**config.mk**
```make
export PLATFORM = sky130hd
export DESIGN_NAME = planar_yuv_to_uyvy_packer_top
export DESIGN_NICKNAME = d
export VERILOG_FILES = /design/src/rtl/core/pyup_pkg.sv /design/src/rtl/core/planar_yuv_to_uyvy_packer_top.sv /design/src/rtl/core/pyup_regs.sv
export SDC_FILE = /design/constraint.sdc
export NUM_CORES = 1
export LEC_CHECK = 0
export ABC_AREA = 1
export BUFFER_PORTS_ARGS = -buffer_cell sky130_fd_sc_hd__buf_4
export CORE_AREA = 3 3 160 162
export CTS_CLUSTER_SIZE = 25
export DETAILED_ROUTE_END_ITERATION = 8
export DIE_AREA = 0 0 163 165
export PLACE_DENSITY = 0.6
export SYNTH_ARGS = -nofsm -noshare
export SYNTH_HDL_FRONTEND = slang
export SYNTH_SLANG_ARGS = --single-unit
```
**constraint.sdc**
```tcl
create_clock -name i_clk -period 3.8 [get_ports i_clk]
set_clock_uncertainty 0.2 [all_clocks]
set_input_delay 0.57 -clock i_clk [delete_from_list [all_inputs] [get_ports i_clk]]
set_output_delay 0.57 -clock i_clk [all_outputs]
set_load 0.03 [all_outputs]
```
**src/rtl/core/pyup_pkg.sv**
```systemverilog
// ----------------------------------------------------------------------------
// pyup_pkg
// types and constants shared by the planar yuv to uyvy packer
// ----------------------------------------------------------------------------
package pyup_pkg;

    localparam logic [7:0] BLACK_CHROMA = 8'h80;
    localparam logic [7:0] BLACK_LUMA   = 8'h10;

    localparam logic [12:0] RST_LINE_WIDTH   = 13'd720;
    localparam logic [12:0] RST_FRAME_HEIGHT = 13'd576;

    localparam int unsigned CfgAddrW = 4;
    localparam int unsigned CfgDataW = 32;

    typedef enum logic [1:0] {
        REG_LINE_WIDTH   = 2'd0,
        REG_FRAME_HEIGHT = 2'd1,
        REG_CHROMA_MODE  = 2'd2,
        REG_SHIFT_UP     = 2'd3
    } t_reg_idx;

    typedef enum logic {
        REQ_PIXEL = 1'b0,
        REQ_FILL  = 1'b1
    } t_req_type;

    typedef enum logic {
        MODE_420 = 1'b0,
        MODE_411 = 1'b1
    } t_chroma_mode;

    // frame geometry as seen by the datapath
    typedef struct packed {
        logic [12:0]  last_pair;
        logic [12:0]  last_row;
        t_chroma_mode chroma_mode;
        logic         shift_up;
    } t_limits;

    // per-request decisions taken at acceptance
    typedef struct packed {
        logic fill;
        logic drop;
        logic blend;
        logic line_end;
    } t_s1_ctrl;

endpackage

```
**src/rtl/core/planar_yuv_to_uyvy_packer_top.sv**
```systemverilog
// ----------------------------------------------------------------------------
// planar_yuv_to_uyvy_packer_top
// a result passes through the input stage and then the result register; one
// pixel pair per cycle unless the output stalls, set by these two registers
// a stalled result register still lets one more request into the input stage
// reset clears both pipeline stages and the pair and row counters, and loads
// the registers with 720 pixels, 576 lines, 4:2:0 mode and no shift-up
// ----------------------------------------------------------------------------
module planar_yuv_to_uyvy_packer_top #(
    parameter int unsigned MAX_LINE_WIDTH   = 4096,
    parameter int unsigned MAX_FRAME_HEIGHT = 4096
) (
    input  logic                           i_clk,
    input  logic                           i_rst_n,
    // configuration
    input  logic                           psel,
    input  logic                           penable,
    input  logic                           pwrite,
    input  logic [pyup_pkg::CfgAddrW-1:0]  paddr,
    input  logic [pyup_pkg::CfgDataW-1:0]  pwdata,
    output logic [pyup_pkg::CfgDataW-1:0]  prdata,
    output logic                           pready,
    // request channel
    input  logic                           i_in_valid,
    output logic                           o_in_stall,
    input  logic                           i_req_type,
    input  logic [7:0]                     i_luma_first,
    input  logic [7:0]                     i_luma_second,
    input  logic [7:0]                     i_cb_here,
    input  logic [7:0]                     i_cr_here,
    input  logic [7:0]                     i_cb_other,
    input  logic [7:0]                     i_cr_other,
    // result channel
    output logic                           o_out_valid,
    input  logic                           i_out_stall,
    output logic [7:0]                     o_out_u,
    output logic [7:0]                     o_out_y_even,
    output logic [7:0]                     o_out_v,
    output logic [7:0]                     o_out_y_odd,
    output logic                           o_line_last
);
    import pyup_pkg::*;

    localparam int unsigned ColW = $clog2(MAX_LINE_WIDTH / 2);
    localparam int unsigned RowW = $clog2(MAX_FRAME_HEIGHT);

    t_limits          limits;

    logic [ColW-1:0]  r_col;
    logic [ColW-1:0]  n_col;
    logic [RowW-1:0]  r_row;
    logic [RowW-1:0]  n_row;

    logic             r_s1_valid;
    t_s1_ctrl         r_s1_ctrl;
    t_s1_ctrl         n_s1_ctrl;
    logic [7:0]       r_s1_y0;
    logic [7:0]       r_s1_y1;
    logic [7:0]       r_s1_cb;
    logic [7:0]       r_s1_cr;
    logic [7:0]       r_s1_cbo;
    logic [7:0]       r_s1_cro;

    logic             r_out_valid;
    logic [7:0]       r_out_u;
    logic [7:0]       r_out_y_even;
    logic [7:0]       r_out_v;
    logic [7:0]       r_out_y_odd;
    logic             r_line_last;
    logic [7:0]       n_out_u;
    logic [7:0]       n_out_v;

    logic             in_accept;
    logic             out_free;
    logic             s1_leave;
    logic             at_line_end;
    logic             at_last_row;
    logic             is_fill;
    logic [8:0]       sum_u;
    logic [8:0]       sum_v;

    pyup_regs #(
        .MAX_LINE_WIDTH   (MAX_LINE_WIDTH),
        .MAX_FRAME_HEIGHT (MAX_FRAME_HEIGHT)
    ) u_regs (
        .i_clk    (i_clk),
        .i_rst_n  (i_rst_n),
        .psel     (psel),
        .penable  (penable),
        .pwrite   (pwrite),
        .paddr    (paddr),
        .pwdata   (pwdata),
        .prdata   (prdata),
        .pready   (pready),
        .o_limits (limits)
    );

    // handshake: a dropped request leaves stage 1 without needing the result slot
    assign out_free   = !r_out_valid || !i_out_stall;
    assign s1_leave   = r_s1_valid && (out_free || r_s1_ctrl.drop);
    assign o_in_stall = r_s1_valid && !s1_leave;
    assign in_accept  = i_in_valid && !o_in_stall;

    // position decisions from the counters
    always_comb begin
        at_line_end = 13'(r_col) >= limits.last_pair;
        at_last_row = 13'(r_row) >= limits.last_row;
        is_fill     = (t_req_type'(i_req_type) == REQ_FILL);

        n_s1_ctrl.fill     = is_fill;
        n_s1_ctrl.line_end = at_line_end;
        n_s1_ctrl.drop     = !is_fill && limits.shift_up && (r_row == '0);
        unique case (limits.chroma_mode)
            MODE_420: n_s1_ctrl.blend = r_row[0] && !at_last_row;
            MODE_411: n_s1_ctrl.blend = r_col[0] && !at_line_end;
        endcase

        n_col = at_line_end ? '0 : r_col + ColW'(1);
        n_row = r_row;
        // fill lines leave the row count alone
        if (!is_fill && at_line_end) begin
            n_row = at_last_row ? '0 : r_row + RowW'(1);
        end
    end

    always_ff @(posedge i_clk) begin
        if (!i_rst_n) begin
            r_col      <= '0;
            r_row      <= '0;
            r_s1_valid <= 1'b0;
        end else begin
            if (in_accept) begin
                r_col <= n_col;
                r_row <= n_row;
            end
            if (in_accept) begin
                r_s1_valid <= 1'b1;
            end else if (s1_leave) begin
                r_s1_valid <= 1'b0;
            end
        end
    end

    always_ff @(posedge i_clk) begin
        if (in_accept) begin
            r_s1_ctrl <= n_s1_ctrl;
            r_s1_y0   <= i_luma_first;
            r_s1_y1   <= i_luma_second;
            r_s1_cb   <= i_cb_here;
            r_s1_cr   <= i_cr_here;
            r_s1_cbo  <= i_cb_other;
            r_s1_cro  <= i_cr_other;
        end
    end

    // black on fill, floor average of both chroma samples on blend, else own samples
    always_comb begin
        sum_u = {1'b0, r_s1_cb} + {1'b0, r_s1_cbo};
        sum_v = {1'b0, r_s1_cr} + {1'b0, r_s1_cro};
        priority if (r_s1_ctrl.fill) begin
            n_out_u = BLACK_CHROMA;
            n_out_v = BLACK_CHROMA;
        end else if (r_s1_ctrl.blend) begin
            n_out_u = sum_u[8:1];
            n_out_v = sum_v[8:1];
        end else begin
            n_out_u = r_s1_cb;
            n_out_v = r_s1_cr;
        end
    end

    always_ff @(posedge i_clk) begin
        if (!i_rst_n) begin
            r_out_valid <= 1'b0;
        end else if (out_free) begin
            r_out_valid <= r_s1_valid && !r_s1_ctrl.drop;
        end
    end

    always_ff @(posedge i_clk) begin
        if (out_free && r_s1_valid && !r_s1_ctrl.drop) begin
            r_out_u      <= n_out_u;
            r_out_v      <= n_out_v;
            r_out_y_even <= r_s1_ctrl.fill ? BLACK_LUMA : r_s1_y0;
            r_out_y_odd  <= r_s1_ctrl.fill ? BLACK_LUMA : r_s1_y1;
            r_line_last  <= r_s1_ctrl.line_end;
        end
    end

    assign o_out_valid  = r_out_valid;
    assign o_out_u      = r_out_u;
    assign o_out_y_even = r_out_y_even;
    assign o_out_v      = r_out_v;
    assign o_out_y_odd  = r_out_y_odd;
    assign o_line_last  = r_line_last;

endmodule

```
**src/rtl/core/pyup_regs.sv**
```systemverilog
// ----------------------------------------------------------------------------
// pyup_regs
// apb register file for the packer with clamped line and frame limits
// ----------------------------------------------------------------------------
module pyup_regs #(
    parameter int unsigned MAX_LINE_WIDTH   = 4096,
    parameter int unsigned MAX_FRAME_HEIGHT = 4096
) (
    input  logic                           i_clk,
    input  logic                           i_rst_n,
    input  logic                           psel,
    input  logic                           penable,
    input  logic                           pwrite,
    input  logic [pyup_pkg::CfgAddrW-1:0]  paddr,
    input  logic [pyup_pkg::CfgDataW-1:0]  pwdata,
    output logic [pyup_pkg::CfgDataW-1:0]  prdata,
    output logic                           pready,
    output pyup_pkg::t_limits              o_limits
);
    import pyup_pkg::*;

    localparam logic [13:0] LwMax = 14'(MAX_LINE_WIDTH);
    localparam logic [13:0] FhMax = 14'(MAX_FRAME_HEIGHT);

    logic [12:0]  r_line_width;
    logic [12:0]  r_frame_height;
    t_chroma_mode r_chroma_mode;
    logic         r_shift_up;

    logic         wr_en;
    t_reg_idx     reg_idx;
    logic [13:0]  lw_ext;
    logic [13:0]  lw_clamp;
    logic [13:0]  fh_ext;
    logic [13:0]  fh_clamp;

    assign pready  = 1'b1;
    assign wr_en   = psel && penable && pwrite && pready;
    assign reg_idx = t_reg_idx'(paddr[3:2]);

    always_ff @(posedge i_clk) begin
        if (!i_rst_n) begin
            r_line_width   <= RST_LINE_WIDTH;
            r_frame_height <= RST_FRAME_HEIGHT;
            r_chroma_mode  <= MODE_420;
            r_shift_up     <= 1'b0;
        end else if (wr_en) begin
            unique case (reg_idx)
                REG_LINE_WIDTH:   r_line_width   <= pwdata[12:0];
                REG_FRAME_HEIGHT: r_frame_height <= pwdata[12:0];
                REG_CHROMA_MODE:  r_chroma_mode  <= t_chroma_mode'(pwdata[0]);
                REG_SHIFT_UP:     r_shift_up     <= pwdata[0];
            endcase
        end
    end

    always_comb begin
        unique case (reg_idx)
            REG_LINE_WIDTH:   prdata = CfgDataW'(r_line_width);
            REG_FRAME_HEIGHT: prdata = CfgDataW'(r_frame_height);
            REG_CHROMA_MODE:  prdata = CfgDataW'(r_chroma_mode);
            REG_SHIFT_UP:     prdata = CfgDataW'(r_shift_up);
        endcase
    end

    // clamp to the supported range, width rounded down to a multiple of four
    always_comb begin
        lw_ext = {1'b0, r_line_width};
        fh_ext = {1'b0, r_frame_height};
        priority if (lw_ext < 14'd4) begin
            lw_clamp = 14'd4;
        end else if (lw_ext > LwMax) begin
            lw_clamp = LwMax;
        end else begin
            lw_clamp = lw_ext;
        end
        priority if (fh_ext < 14'd2) begin
            fh_clamp = 14'd2;
        end else if (fh_ext > FhMax) begin
            fh_clamp = FhMax;
        end else begin
            fh_clamp = fh_ext;
        end
    end

    always_comb begin
        o_limits.last_pair   = {1'b0, lw_clamp[13:2]} + {1'b0, lw_clamp[13:2]} - 13'd1;
        o_limits.last_row    = 13'(fh_clamp - 14'd1);
        o_limits.chroma_mode = r_chroma_mode;
        o_limits.shift_up    = r_shift_up;
    end

endmodule

```
==> results by group <==
Timing
  • Count of final setup violators: 0
  • Final count of pins violating max slew: 0
  • Highest clock frequency the design can meet: between 200 and 300 MHz
  • Worst max-slew margin expressed relative to the limit: a little over a quarter
  • Final hold violation count: 0
  • Share of the cycle needed by the critical path after routing: between 90 and 100%
  • Final critical path time including I/O delays and setup: 3480 ps
  • Setup ws final: 317 ps
  • Worst-case hold slack: 124 ps
  • Slew at the pin closest to its max-slew limit: 1100 ps

Global routing
  • Congestion Overflow GR: 0
  • Initial antenna violation count: 0
  • Via count of the first global-routing pass: approximately 5,400
  • Wire length of the first global-routing pass: between 20,000 and 30,000 µm
  • Tot GR Track Use: 12.7%
  • Pin count of the biggest net entering global routing: just over 50

Routing
  • Number of routed nets with antenna violations: 0
  • DRC violation count after routing: 0
  • Starting DRT DRC Count: 276
  • Total number of vias: ~5,700
  • Final WL: 17,400 µm
  • First-pass iteration count of the detailed router: 5
  • Wire length per cell after detailed routing: 13.3 µm
  • Per-cell via count in the routed design: between 4 and 5

Synth
  • Fraction of registers with async set or reset after synthesis: 0%
  • Cell area after synthesis: 0.00730 mm²
  • Average instance area after synthesis: 8.81 µm²
  • Most area-hungry cell type in the Yosys netlist: sky130_fd_sc_hd__edfxtp_1
  • Most numerous cell in the Yosys netlist: sky130_fd_sc_hd__nand2_1
  • Yosys Warn Count: 0
  • Number of synthesized register bits: around 140
  • Area fraction of the dominant cell type after synthesis: 35.0%
  • Instance count of the mapped netlist: 829
  • Most frequent cells after synthesis: sky130_fd_sc_hd__nand2_1 (142), sky130_fd_sc_hd__inv_1 (120), sky130_fd_sc_hd__nor2_1 (98), sky130_fd_sc_hd__edfxtp_1 (85), sky130_fd_sc_hd__dfxtp_1 (53)
  • Post-synthesis sequential area ratio: 49.5%
  • Dominant register cell in the synthesized netlist: sky130_fd_sc_hd__edfxtp_1
  • Biggest area contributors in the synthesized netlist: sky130_fd_sc_hd__edfxtp_1 (35%), sky130_fd_sc_hd__dfxtp_1 (15%), sky130_fd_sc_hd__nand2_1 (7.3%)
  • Post-synth EDFFs: 85
  • Number of distinct library cell variants in the gate-level netlist after synthesis: 43

Floorplan
  • Die X: 163 µm
  • Die span in y: ~170 µm
  • Count of boundary I/O pins: 160
  • Core area: 0.0242 mm²
  • Floorplan die area: ~0.027 mm²
  • Row Count: 57
  • Starting Density: between 30% and 40%

Worst setup path
  • Most frequent cell on the critical path: sky130_fd_sc_hd__nand2_1
  • Worst endpoint required time: 3760 ps
  • Critical path startpoint category: flip-flop
  • CP max stage cell: sky130_fd_sc_hd__dfxtp_1
  • Highest fanout seen on the critical path: 7
  • Kind of end point of the critical path: flip-flop
  • Category of the critical setup timing path: flip-flop to flip-flop
  • Arrival @ worst endpoint: 3440 ps
  • CP peak stage delay: 380 ps

Place
  • Routability cong.: between 0.8 and 0.9
  • Instance area after placement: 0.00858 mm²
  • DP HPWL: about 13,000 µm
  • Worst slack at placement: 150 ps
  • Count of port buffers added during placement: between 100 and 150

Clocking
  • CTS hold repair buffers: 0
  • Clock latency reported for the late side of the worst-skew pair: 420 ps
  • Deepest level of the CTS H-tree: 4
  • Number of buffers added by the clock tree synthesis step: 17
  • Bufs on Longest Clock Path: 2
  • TritonCTS clock tree: done
  • Number of sinks handled by clock tree synthesis: 138
  • CTS root buf: sky130_fd_sc_hd__clkbuf_16
  • Clock slew at reported path FFs: 60 ps

Layout
  • Share of final-layout standard cells stronger than drive strength 1: 23.0%
  • Post-route design area: 0.00933 mm²
  • Final-stage net count: 1,106
  • Fin util: between 30% and 40%
  • Area growth from synthesis to layout: 27.8%
  • Final antenna diode count: 0

Status
  • Status: finished clean

Min path
  • Min-delay worst type: primary input to flip-flop

Power and ir drop
  • Worst IR Drop VDD: 0.000227 V
  • LEAKAGE: 4.20 nW
  • Power density over the cells: approximately 400 mW/mm²

Run
  • Max-cap check violation count: 0
==> worst max-delay path, delay by kind of cell, from the launching register on <==
kind                       cells  cell delay [ps]
DFF                            1              380
adders and majority gates      2              510
AOI/OAI and AO/OA              2              190
and+or+nand+nor               18             1420
buffers and inverters          3              400
xor gates and xnor gates       1              120
==> timing repair <==
action | 4_1_cts | 5_1_grt
setup buffers | 0 | 6
gates resized for setup | 0 | 23
endpoints found under the setup margin | 0 | 13
==> where the power goes <==
part / internal [mW] / switching (mW) / total [mW]
registers: 1.65 / 0.0265 / 1.68
clock network: 1.05 / 0.675 / 1.72
logic: 0.156 / 0.248 / 0.404
total: 2.86 / 0.950 / 3.81
==> metal layers <==
| layer | wire length, µm | track usage, % | up-vias | part of all wire [%] |
|---|---|---|---|---|
| li1 | - | - | 2973 | - |
| met1 | 8160 | 17.1 | 2604 | 47 |
| met2 | 8080 | 20.5 | 152 | 47 |
| met3 | 988 | 3.03 | 11 | 5.7 |
| met4 | 131 | 3.77 | 0 | 0.75 |
| met5 | 0 | 0 | - | 0 |
==> kinds of logic after synthesis <==
group / Yosys count / synth area share (%)
simple gates: 307 / 17.8
buf+inv: 166 / 9.84
flops: 138 / 49.5
compound gates: 131 / 10.1
fa+ha+maj: 43 / 7.58
xor+xnor: 42 / 5.04
other cells: 2 / 0.103
==> metrics by stage <==
| stage | cells | total power, mW | TNS (ps) |
|---|---|---|---|
| global route | 1308 | 3.97 | -35.4 |
| finish | 1308 | 3.81 | 0 |
| detailed placement | 1269 | 2.11 | 0 |
| CTS | 1301 | 3.85 | 0 |
| floorplan | 847 | 1.97 | 0 |
| global placement | 1269 | 2.10 | 0 |
==> sequential cells by signal, indices dropped and copies added, names as in the netlist, 4 cells and up <==
signal and cells:
r_col 11, r_s1_cro 8, r_s1_cr 8, o_out_u 8, o_out_y_odd 8, r_s1_cb 8, o_out_y_even 8, r_s1_y1 8
r_s1_ctrl 4, u_regs.r_frame_height 13, r_s1_y0 8, o_out_v 8, r_s1_cbo 8, r_row 12, u_regs.r_line_width 13
==> cell type report <==
| class | instances | area, µm² |
|---|---|---|
| clock buffer | 18 | 429 |
| clock inverter | 14 | 179 |
| fill | 2469 | 14900 |
| inverter | 129 | 484 |
| multi-input combinational | 544 | 3140 |
| sequential | 138 | 3610 |
| tap | 324 | 405 |
| timing repair buffer | 141 | 1080 |
==> worst paths after layout <==
path,startpoint,to,slack [ps],depth (start not counted)
setup / recovery,u_regs.r_frame_height[11],r_s1_ctrl[1],320,26
hold / removal,i_cb_here[3],r_s1_cb[3],120,1
setup reg to reg,u_regs.r_frame_height[11],r_s1_ctrl[1],320,26
hold reg to reg,r_s1_ctrl[0],o_line_last,240,0
==> cell usage in the layout, fill, tap and decap left out, drive strengths merged, types with 5 or more instances in the layout <==
cell | synthesis | layout
nand2 | 146 | 146
clkbuf | 12 | 18
a21oi | 56 | 56
ha | 41 | 41
nor2 | 104 | 104
nand3 | 25 | 26
xor2 | 30 | 30
o22ai | 8 | 8
edfxtp | 85 | 85
inv | 128 | 136
buf | 25 | 141
o211ai | 5 | 5
nand4 | 10 | 10
conb | 2 | 20
nor3 | 12 | 12
xnor2 | 12 | 12
o21ai | 53 | 53
dfxtp | 53 | 53
Power figures use the tool's default switching activity.
